`src/hw/rtl/hup_pkg.sv`:
```
// ----------------------------------------------------------------------------
// hup_pkg
// Shared types and constants for the HTTP URL stream parser.
// ----------------------------------------------------------------------------
package hup_pkg;

  localparam int unsigned MaxPortDigits = 5;

  localparam int unsigned CharW = 8;
  localparam int unsigned RoleW = 3;
  localparam int unsigned PortW = 16;

  // Parser phases.
  typedef enum logic [2:0] {
    PH_SCHEME = 3'd0,
    PH_SLASH1 = 3'd1,
    PH_SLASH2 = 3'd2,
    PH_HOST   = 3'd3,
    PH_PORT   = 3'd4,
    PH_RES    = 3'd5,
    PH_ERR    = 3'd6
  } phase_e;

  // Character role codes.
  localparam logic [RoleW-1:0] ROLE_SCHEME = 3'd0;
  localparam logic [RoleW-1:0] ROLE_SEP    = 3'd1;
  localparam logic [RoleW-1:0] ROLE_HOST   = 3'd2;
  localparam logic [RoleW-1:0] ROLE_PORT   = 3'd3;
  localparam logic [RoleW-1:0] ROLE_RES    = 3'd4;
  localparam logic [RoleW-1:0] ROLE_IGN    = 3'd5;
  localparam logic [RoleW-1:0] ROLE_TERM   = 3'd6;

  localparam logic [CharW-1:0] CHAR_NUL   = 8'h00;
  localparam logic [CharW-1:0] CHAR_COLON = 8'h3A;
  localparam logic [CharW-1:0] CHAR_SLASH = 8'h2F;
  localparam logic [CharW-1:0] CHAR_ZERO  = 8'h30;
  localparam logic [CharW-1:0] CHAR_NINE  = 8'h39;

  // Parser state apart from the digit counter, whose width follows the
  // digit limit.
  typedef struct packed {
    phase_e           phase;
    logic             field_nonempty;
    logic [PortW-1:0] port_accum;
    logic             seen_port;
  } pstate_t;

  // One result word.
  typedef struct packed {
    logic [RoleW-1:0] char_role;
    logic             done_res;
    logic             url_valid;
    logic [PortW-1:0] port_value;
    logic             port_given;
    logic             resource_implied;
  } result_t;

endpackage

```
`src/hw/rtl/hup_step.sv`:
```
// ----------------------------------------------------------------------------
// hup_step
// Next-state and result logic for one URL character.
// ----------------------------------------------------------------------------
module hup_step #(
  parameter int unsigned MAX_PORT_DIGITS = hup_pkg::MaxPortDigits,
  parameter int unsigned DcW             = $clog2(MAX_PORT_DIGITS + 2)
) (
  input  logic [hup_pkg::CharW-1:0] char_i,
  input  hup_pkg::pstate_t          state_i,
  input  logic [DcW-1:0]            dcount_i,
  output hup_pkg::pstate_t          state_o,
  output logic [DcW-1:0]            dcount_o,
  output hup_pkg::result_t          result_o
);

  localparam logic [DcW-1:0] DcMax = DcW'(MAX_PORT_DIGITS);

  logic                      len_ok;
  logic                      is_digit;
  logic [hup_pkg::PortW-1:0] accum_x10;
  logic [hup_pkg::PortW-1:0] digit_val;

  assign len_ok    = (dcount_i != '0) && (dcount_i <= DcMax);
  assign is_digit  = (char_i >= hup_pkg::CHAR_ZERO) && (char_i <= hup_pkg::CHAR_NINE);
  // Times ten as two shifts and an add, wrapping at 16 bits.
  assign accum_x10 = (state_i.port_accum << 3) + (state_i.port_accum << 1);
  assign digit_val = hup_pkg::PortW'(char_i - hup_pkg::CHAR_ZERO);

  always_comb begin
    state_o  = state_i;
    dcount_o = dcount_i;
    result_o = '0;
    result_o.char_role = hup_pkg::ROLE_IGN;

    if (char_i == hup_pkg::CHAR_NUL) begin
      result_o.char_role = hup_pkg::ROLE_TERM;
      result_o.done_res  = 1'b1;
      unique case (state_i.phase)
        hup_pkg::PH_HOST: begin
          result_o.url_valid        = state_i.field_nonempty;
          result_o.resource_implied = state_i.field_nonempty;
        end
        hup_pkg::PH_PORT: begin
          if (len_ok) begin
            result_o.url_valid        = 1'b1;
            result_o.resource_implied = 1'b1;
            result_o.port_value       = state_i.port_accum;
            result_o.port_given       = 1'b1;
          end
        end
        hup_pkg::PH_RES: begin
          result_o.url_valid  = 1'b1;
          result_o.port_value = state_i.port_accum;
          result_o.port_given = state_i.seen_port;
        end
        default: ;
      endcase
      state_o  = '0;
      state_o.phase = hup_pkg::PH_SCHEME;
      dcount_o = '0;
    end else begin
      unique case (state_i.phase)
        hup_pkg::PH_SCHEME: begin
          if (char_i == hup_pkg::CHAR_COLON) begin
            result_o.char_role = hup_pkg::ROLE_SEP;
            state_o.phase      = hup_pkg::PH_SLASH1;
          end else begin
            result_o.char_role = hup_pkg::ROLE_SCHEME;
          end
        end
        hup_pkg::PH_SLASH1, hup_pkg::PH_SLASH2: begin
          if (char_i == hup_pkg::CHAR_SLASH) begin
            result_o.char_role = hup_pkg::ROLE_SEP;
            state_o.phase = (state_i.phase == hup_pkg::PH_SLASH1) ?
                            hup_pkg::PH_SLASH2 : hup_pkg::PH_HOST;
          end else begin
            state_o.phase = hup_pkg::PH_ERR;
          end
        end
        hup_pkg::PH_HOST: begin
          if (char_i == hup_pkg::CHAR_COLON || char_i == hup_pkg::CHAR_SLASH) begin
            if (!state_i.field_nonempty) begin
              state_o.phase = hup_pkg::PH_ERR;
            end else if (char_i == hup_pkg::CHAR_COLON) begin
              result_o.char_role = hup_pkg::ROLE_SEP;
              state_o.phase      = hup_pkg::PH_PORT;
              state_o.seen_port  = 1'b1;
            end else begin
              result_o.char_role = hup_pkg::ROLE_RES;
              state_o.phase      = hup_pkg::PH_RES;
            end
          end else begin
            result_o.char_role     = hup_pkg::ROLE_HOST;
            state_o.field_nonempty = 1'b1;
          end
        end
        hup_pkg::PH_PORT: begin
          if (char_i == hup_pkg::CHAR_SLASH) begin
            if (len_ok) begin
              result_o.char_role = hup_pkg::ROLE_RES;
              state_o.phase      = hup_pkg::PH_RES;
            end else begin
              state_o.phase = hup_pkg::PH_ERR;
            end
          end else if (is_digit) begin
            result_o.char_role = hup_pkg::ROLE_PORT;
            state_o.port_accum = accum_x10 + digit_val;
            // The counter stops one past the limit so an overlong port stays visible.
            if (dcount_i <= DcMax) begin
              dcount_o = dcount_i + 1'b1;
            end
          end else begin
            state_o.phase = hup_pkg::PH_ERR;
          end
        end
        hup_pkg::PH_RES: begin
          result_o.char_role = hup_pkg::ROLE_RES;
        end
        default: begin
          state_o.phase = hup_pkg::PH_ERR;
        end
      endcase
    end
  end

endmodule

```
`src/hw/rtl/http_url_stream_parser.sv`:
```
// ----------------------------------------------------------------------------
// http_url_stream_parser
// Streaming URL checker: tags each character and reports the parse at NUL.
// ----------------------------------------------------------------------------
// A word's result is registered: an accepted word waits in the input register
// and moves on to the result register when the processing step fires.
// Throughput: one word per cycle while the receiver does not stall; the parser
// state updates from the input register, so the state loop sets that rate.
// Reset: rst_ni clears the parser to the scheme phase and empties both
// the input register and the result register asynchronously.
// ----------------------------------------------------------------------------
module http_url_stream_parser #(
  parameter int unsigned MAX_PORT_DIGITS = hup_pkg::MaxPortDigits
) (
  input  logic                      clk_i,
  input  logic                      rst_ni,
  input  logic                      in_valid_i,
  output logic                      in_stall_o,
  input  logic [hup_pkg::CharW-1:0] char_in_i,
  output logic                      out_valid_o,
  input  logic                      out_stall_i,
  output logic [hup_pkg::RoleW-1:0] char_role_o,
  output logic                      done_res_o,
  output logic                      url_valid_o,
  output logic [hup_pkg::PortW-1:0] port_value_o,
  output logic                      port_given_o,
  output logic                      resource_implied_o
);

  // Wide enough to hold one count past the digit limit.
  localparam int unsigned DcW = $clog2(MAX_PORT_DIGITS + 2);

  // Input register. It is refilled whenever its word moves on, so a new
  // word is taken even while a finished result waits on the output.
  logic                      in_valid_q;
  logic [hup_pkg::CharW-1:0] char_q;

  // Parser state, updated once for each word that leaves the input register.
  hup_pkg::pstate_t state_q, state_d;
  logic [DcW-1:0]   dcount_q, dcount_d;

  // Result register.
  logic             out_valid_q;
  hup_pkg::result_t result_q, result_d;

  logic advance;
  logic in_load;

  // The processing step fires when the result register is free or drains now.
  assign advance    = in_valid_q && (!out_valid_q || !out_stall_i);
  assign in_stall_o = in_valid_q && !advance;
  assign in_load    = in_valid_i && !in_stall_o;

  hup_step #(
    .MAX_PORT_DIGITS(MAX_PORT_DIGITS),
    .DcW            (DcW)
  ) u_step (
    .char_i  (char_q),
    .state_i (state_q),
    .dcount_i(dcount_q),
    .state_o (state_d),
    .dcount_o(dcount_d),
    .result_o(result_d)
  );

  always_ff @(posedge clk_i or negedge rst_ni) begin
    if (!rst_ni) begin
      in_valid_q  <= 1'b0;
      out_valid_q <= 1'b0;
      state_q     <= '0;
      dcount_q    <= '0;
    end else begin
      if (in_load) begin
        in_valid_q <= 1'b1;
      end else if (advance) begin
        in_valid_q <= 1'b0;
      end
      if (advance) begin
        out_valid_q <= 1'b1;
        state_q     <= state_d;
        dcount_q    <= dcount_d;
      end else if (!out_stall_i) begin
        out_valid_q <= 1'b0;
      end
    end
  end

  // Payload registers carry no reset.
  always_ff @(posedge clk_i) begin
    if (in_load) begin
      char_q <= char_in_i;
    end
    if (advance) begin
      result_q <= result_d;
    end
  end

  assign out_valid_o        = out_valid_q;
  assign char_role_o        = result_q.char_role;
  assign done_res_o         = result_q.done_res;
  assign url_valid_o        = result_q.url_valid;
  assign port_value_o       = result_q.port_value;
  assign port_given_o       = result_q.port_given;
  assign resource_implied_o = result_q.resource_implied;

  // The summary fields are zero except on an accepted terminator.
  a_summary_only_valid_done : assert property (@(posedge clk_i) disable iff (!rst_ni)
    out_valid_q && !(result_q.done_res && result_q.url_valid) |->
      result_q.port_value == '0 && !result_q.port_given && !result_q.resource_implied)
    else $error("summary fields set without a valid terminator");

  // A terminator is tagged as such, and only a terminator is.
  a_term_role : assert property (@(posedge clk_i) disable iff (!rst_ni)
    out_valid_q |-> (result_q.done_res == (result_q.char_role == hup_pkg::ROLE_TERM)))
    else $error("terminator role and done flag disagree");

  // A processed NUL puts the parser back into its reset state.
  a_nul_clears : assert property (@(posedge clk_i) disable iff (!rst_ni)
    advance && char_q == hup_pkg::CHAR_NUL |=>
      state_q.phase == hup_pkg::PH_SCHEME && dcount_q == '0 && !state_q.seen_port)
    else $error("parser not cleared after terminator");

  // The digit counter never runs past one beyond the limit.
  a_dcount_sat : assert property (@(posedge clk_i) disable iff (!rst_ni)
    dcount_q <= DcW'(MAX_PORT_DIGITS + 1))
    else $error("port digit counter overran");

  // Parser state only moves when a word is processed.
  a_state_hold : assert property (@(posedge clk_i) disable iff (!rst_ni)
    !advance |=> $stable(state_q) && $stable(dcount_q))
    else $error("parser state changed without a word");

endmodule

```
`config.mk`:
```
export PLATFORM = sky130hd
export DESIGN_NAME = http_url_stream_parser
export DESIGN_NICKNAME = d
export VERILOG_FILES = /design/src/hw/rtl/hup_pkg.sv /design/src/hw/rtl/hup_step.sv /design/src/hw/rtl/http_url_stream_parser.sv
export SDC_FILE = /design/constraint.sdc
export NUM_CORES = 1
export LEC_CHECK = 0
export BUFFER_PORTS_ARGS = -buffer_cell sky130_fd_sc_hd__buf_2
export CAP_MARGIN = 25
export CORE_MARGIN = 3
export CORE_UTILIZATION = 45
export DETAILED_ROUTE_END_ITERATION = 10
export PLACE_DENSITY_LB_ADDON = 0.2
export SLEW_MARGIN = 20
export SYNTH_ARGS = -nofsm -noshare
export SYNTH_HDL_FRONTEND = slang
export SYNTH_SLANG_ARGS = --single-unit
```
`constraint.sdc`:
```
create_clock -name clk_i -period 6.55 [get_ports clk_i]
set_input_delay 1.31 -clock clk_i [delete_from_list [all_inputs] [get_ports clk_i]]
set_output_delay 1.31 -clock clk_i [all_outputs]
set_load 0.02 [all_outputs]
```
==> results.py <==
metrics = {
    "logic_synthesis": {
        "fraction_of_synthesized_area_in_multiplexers_pct": 0.609,
        "synth-seq-cells": 57,
        "postSynth.asyncResetShare_pct": 45.6,
        "post_synthesis_cell_area_mm2": 0.00349,
        "yosys.area_share.adder_pct": 14.9,
        "post_synth_and_or_nand_nor_area_fraction_pct": 15.9,
        "synth_enable_flop_cells": 31,
        "ys.warnings.count": 0,
        "synth_nets": 353,
        "post_synth_xor_area_fraction_pct": 4.26,
        "sequential_share_of_the_synthesized_area_pct": 45.3,
        "synth_top_family_by_area": "simple AND/OR/NAND/NOR gates",
        "yosysTopAreaCell": "sky130_fd_sc_hd__edfxtp_1",
        "netlist_top_cells_area": "sky130_fd_sc_hd__edfxtp_1, sky130_fd_sc_hd__dfrtp_1, sky130_fd_sc_hd__fa_1",
        "avgSynthCellArea_um2": 11.3,
        "synthMostInstantiatedCell": "sky130_fd_sc_hd__edfxtp_1",
        "syn-instance-count": 308,
        "list_of_most_frequent_post_synthesis_cells": "sky130_fd_sc_hd__edfxtp_1, sky130_fd_sc_hd__nand2_1, sky130_fd_sc_hd__dfrtp_1, sky130_fd_sc_hd__ha_1, sky130_fd_sc_hd__o21ai_0",
        "synth_top_cell_area_share_pct": 26.7,
        "ys_types": 57,
        "synth_flop_cell": "sky130_fd_sc_hd__edfxtp_1",
        "synth_compound_gate_area_share_pct": 15.6,
    },
    "flow_run": {
        "maxCapViolations": 0,
    },
    "routing": {
        "detail_route.wl_per_cell_um": 14.8,
        "drt_first_iter_violations": 124,
        "viasPerCell": 5.31,
        "drt-pass1-iter-count": 4,
        "route.antenna.remaining_nets": 0,
        "drt-total-wl_um": 6710,
        "drcViolationCount": 0,
        "dr_total_vias": 2405,
    },
    "clock_network": {
        "cts_max_level": 3,
        "hold_buffers": 0,
        "clock_buffers_created_by_tritoncts": 9,
        "cts_num_sinks": 57,
        "clk_pin_slew_worst_paths_ps": 70,
        "post_cts.repair.setup_buffers": 0,
        "cts.repair.resized": 0,
        "clock-root-buffer": "sky130_fd_sc_hd__clkbuf_8",
        "clk_path_buf_depth": 2,
        "clk_latency_ps": 330,
        "cts_tree": "built",
    },
    "layout": {
        "diodes": 0,
        "nets": 394,
        "layout.core_utilization_pct": 53.7,
        "drive_above_1_share_pct": 21.8,
        "post_layout_nonfiller_instances": 453,
        "area_growth_pct": 14.0,
    },
    "floorplanning": {
        "die_x_um": 94.1,
        "rows": 31,
        "floorplan.core_area_mm2": 0.00741,
        "top_ports": 37,
        "start_util_pct": 47.1,
        "die-area_mm2": 0.00885,
        "die_h_um": 94.1,
    },
    "place": {
        "gp_congestion": 0.872,
        "number_of_port_buffers": 36,
        "place.detailed.hpwl_um": 5090,
        "placedCellCount": 436,
    },
    "global_routing": {
        "grt_antenna_before_repair": 0,
        "maximum_number_of_pins_on_one_net_before_global_route_repair": 30,
        "grtUsageTotal_pct": 16.5,
        "grt_pass1_vias": 2242,
        "grt_first_pass_wirelength_um": 11200,
        "overall_overflow_remaining_after_global_route": 0,
    },
    "setup_path": {
        "timing.critical_path.slowest_cell_delay_ps": 460,
        "cells_traversed_along_the_worst_timing_path": "ha_1 -> nor3_1 -> buf_4 -> fa_1 -> ha_1 -> a21o_1 -> a211oi_1 -> o211ai_1 -> a31oi_1 -> xnor2_1 -> o21ai_2",
        "critPathMaxFanout": 8,
        "setup.worst_path.end_class": "register",
        "worst-endpoint-arrival_ps": 3380,
        "critical_path.n_buffers_inverters": 1,
        "critPathTopFamily": "adder cells",
        "r2r_cells": 11,
        "critical_path_required_ps": 6770,
        "cp_slowest_cell": "sky130_fd_sc_hd__edfxtp_1",
        "critical_path_cell_count": 11,
        "timing_worst_setup_path_type": "reg2reg",
        "setup.worst_path.start_class": "register",
        "cpMostUsedCell": "sky130_fd_sc_hd__ha_1",
    },
    "status": {
        "run_status": "finished clean",
    },
    "sta": {
        "setup_total_negative_slack_ps": 0,
        "rsz0062_at_grt": "false",
        "setup_viol": 0,
        "min_period_over_period_pct": 48.3,
        "final.hold.worst_slack_ps": 492,
        "tightest_slew_ps": 756,
        "fmax_mhz": 316,
        "relSlewSlack_pct": 49.4,
        "clock-skew-final_ps": 6.56,
        "timing.final.max_slew_violations": 0,
        "final-hold-violation-count": 0,
        "final.min_clock_period_ps": 3160,
    },
    "power": {
        "total_leakage_power_nw": 1.74,
        "intPower_uw": 738,
        "design_power_total_mw": 1.05,
        "pwr-share-clk_pct": 35.8,
        "power.sequential.fraction_pct": 43.2,
        "peakVddDrop_v": 0.000114,
        "power.switching_fraction_pct": 29.5,
        "total_power_density_per_cell_area_mw_per_mm2": 263,
        "power_switching_uw": 309,
        "combinationalPowerShare_pct": 21.0,
    },
    "min_path": {
        "holdCritPathClass": "reg2reg",
        "whs_path_depth": 2,
    },
}
cell families (layout without fill, tap and decap cells):
family,count (synthesis),count (layout)
AOI/OAI and AO/OA,81,81
xor gates and xnor gates,17,17
adders and majority gates,34,34
buffers and inverters,22,68
DFF,57,57
muxes,2,2
and+or+nand+nor,95,95
path summary, 6_finish.rpt:
kind	from	endpoint	slack, ps
max	char_q[5]$_DFFE_PP_	state_q[16]$_DFFE_PN0P_	3390
min	state_q[16]$_DFFE_PN0P_	state_q[16]$_DFFE_PN0P_	490
max reg2reg	char_q[5]$_DFFE_PP_	state_q[16]$_DFFE_PN0P_	3390
min reg2reg	state_q[16]$_DFFE_PN0P_	state_q[16]$_DFFE_PN0P_	490
max in group asynchronous	rst_ni	state_q[8]$_DFFE_PN0P_	5180
min in group asynchronous	rst_ni	state_q[19]$_DFFE_PN0P_	970
layout make-up:
| class | instances | area, um^2 |
|---|---|---|
| Clock inverter | 5 | 77.6 |
| Multi-Input combinational cell | 229 | 1790 |
| Tap cell | 99 | 124 |
| Fill cell | 673 | 3430 |
| Inverter | 14 | 52.6 |
| Sequential cell | 57 | 1580 |
| Timing Repair Buffer | 38 | 203 |
| Clock buffer | 11 | 151 |
sequential cells by signal, summed over array words and instances, names as in the netlist:
signal and flops:
port_value_o 16, done_res_o 1, dcount_q 3, char_q 8, char_role_o 3, port_given_o 1, in_valid_q 1, url_valid_o 1
state_q 21, out_valid_o 1, resource_implied_o 1
power groups by stage:
stage	Sequential (mW)	Combinational, mW	Clock (mW)
floorplan	0.459	0.169	0
global placement	0.460	0.216	0
detailed placement	0.460	0.218	0
CTS	0.453	0.220	0.380
global route	0.459	0.246	0.395
finish	0.453	0.220	0.375
routing by layer:
| metal | up-vias | GRT usage (%) | part of all wire (%) |
|---|---|---|---|
| li1 | 1192 | - | - |
| met1 | 1144 | 23.8 | 49 |
| met2 | 57 | 24.2 | 46 |
| met3 | 12 | 4.09 | 3.9 |
| met4 | 0 | 5.78 | 1.6 |
| met5 | - | 0 | 0 |
worst register-to-register path, stage by stage (launching register included):
cell and delay (ps):
sky130_fd_sc_hd__edfxtp_1 460, sky130_fd_sc_hd__ha_1 290, sky130_fd_sc_hd__nor3_1 150, sky130_fd_sc_hd__buf_4 220, sky130_fd_sc_hd__fa_1 440, sky130_fd_sc_hd__ha_1 380
sky130_fd_sc_hd__a21o_1 200, sky130_fd_sc_hd__a211oi_1 240, sky130_fd_sc_hd__o211ai_1 150, sky130_fd_sc_hd__a31oi_1 270, sky130_fd_sc_hd__xnor2_1 180, sky130_fd_sc_hd__o21ai_2 70
metrics by stage:
step / instance area [um^2] / setup WS [ps]
floorplan: 3490 / 3120
global placement: 3740 / 3210
detailed placement: 3740 / 3130
CTS: 3970 / 3340
global route: 3980 / 3040
finish: 3980 / 3390
cells in the final DEF (no fill, tap or decap), types with 4 or more instances in the layout:
cell	n
sky130_fd_sc_hd__a21o_1	5
sky130_fd_sc_hd__o21ai_2	6
sky130_fd_sc_hd__o21ai_0	19
sky130_fd_sc_hd__nor3_1	5
sky130_fd_sc_hd__dfrtp_1	26
sky130_fd_sc_hd__xor2_1	7
sky130_fd_sc_hd__nand3_1	4
sky130_fd_sc_hd__nor2_1	16
sky130_fd_sc_hd__o21a_1	4
sky130_fd_sc_hd__and2_1	18
sky130_fd_sc_hd__nor2b_1	4
sky130_fd_sc_hd__o21ai_1	5
sky130_fd_sc_hd__clkbuf_8	11
sky130_fd_sc_hd__o211ai_1	5
sky130_fd_sc_hd__nand2b_1	4
sky130_fd_sc_hd__a21oi_1	16
sky130_fd_sc_hd__ha_1	20
sky130_fd_sc_hd__inv_1	13
sky130_fd_sc_hd__xnor2_1	10
sky130_fd_sc_hd__a31oi_1	4
sky130_fd_sc_hd__nand2_1	27
sky130_fd_sc_hd__fa_1	13
sky130_fd_sc_hd__edfxtp_1	31
sky130_fd_sc_hd__buf_2	36
No activity file was read; power rests on OpenSTA's default activity.
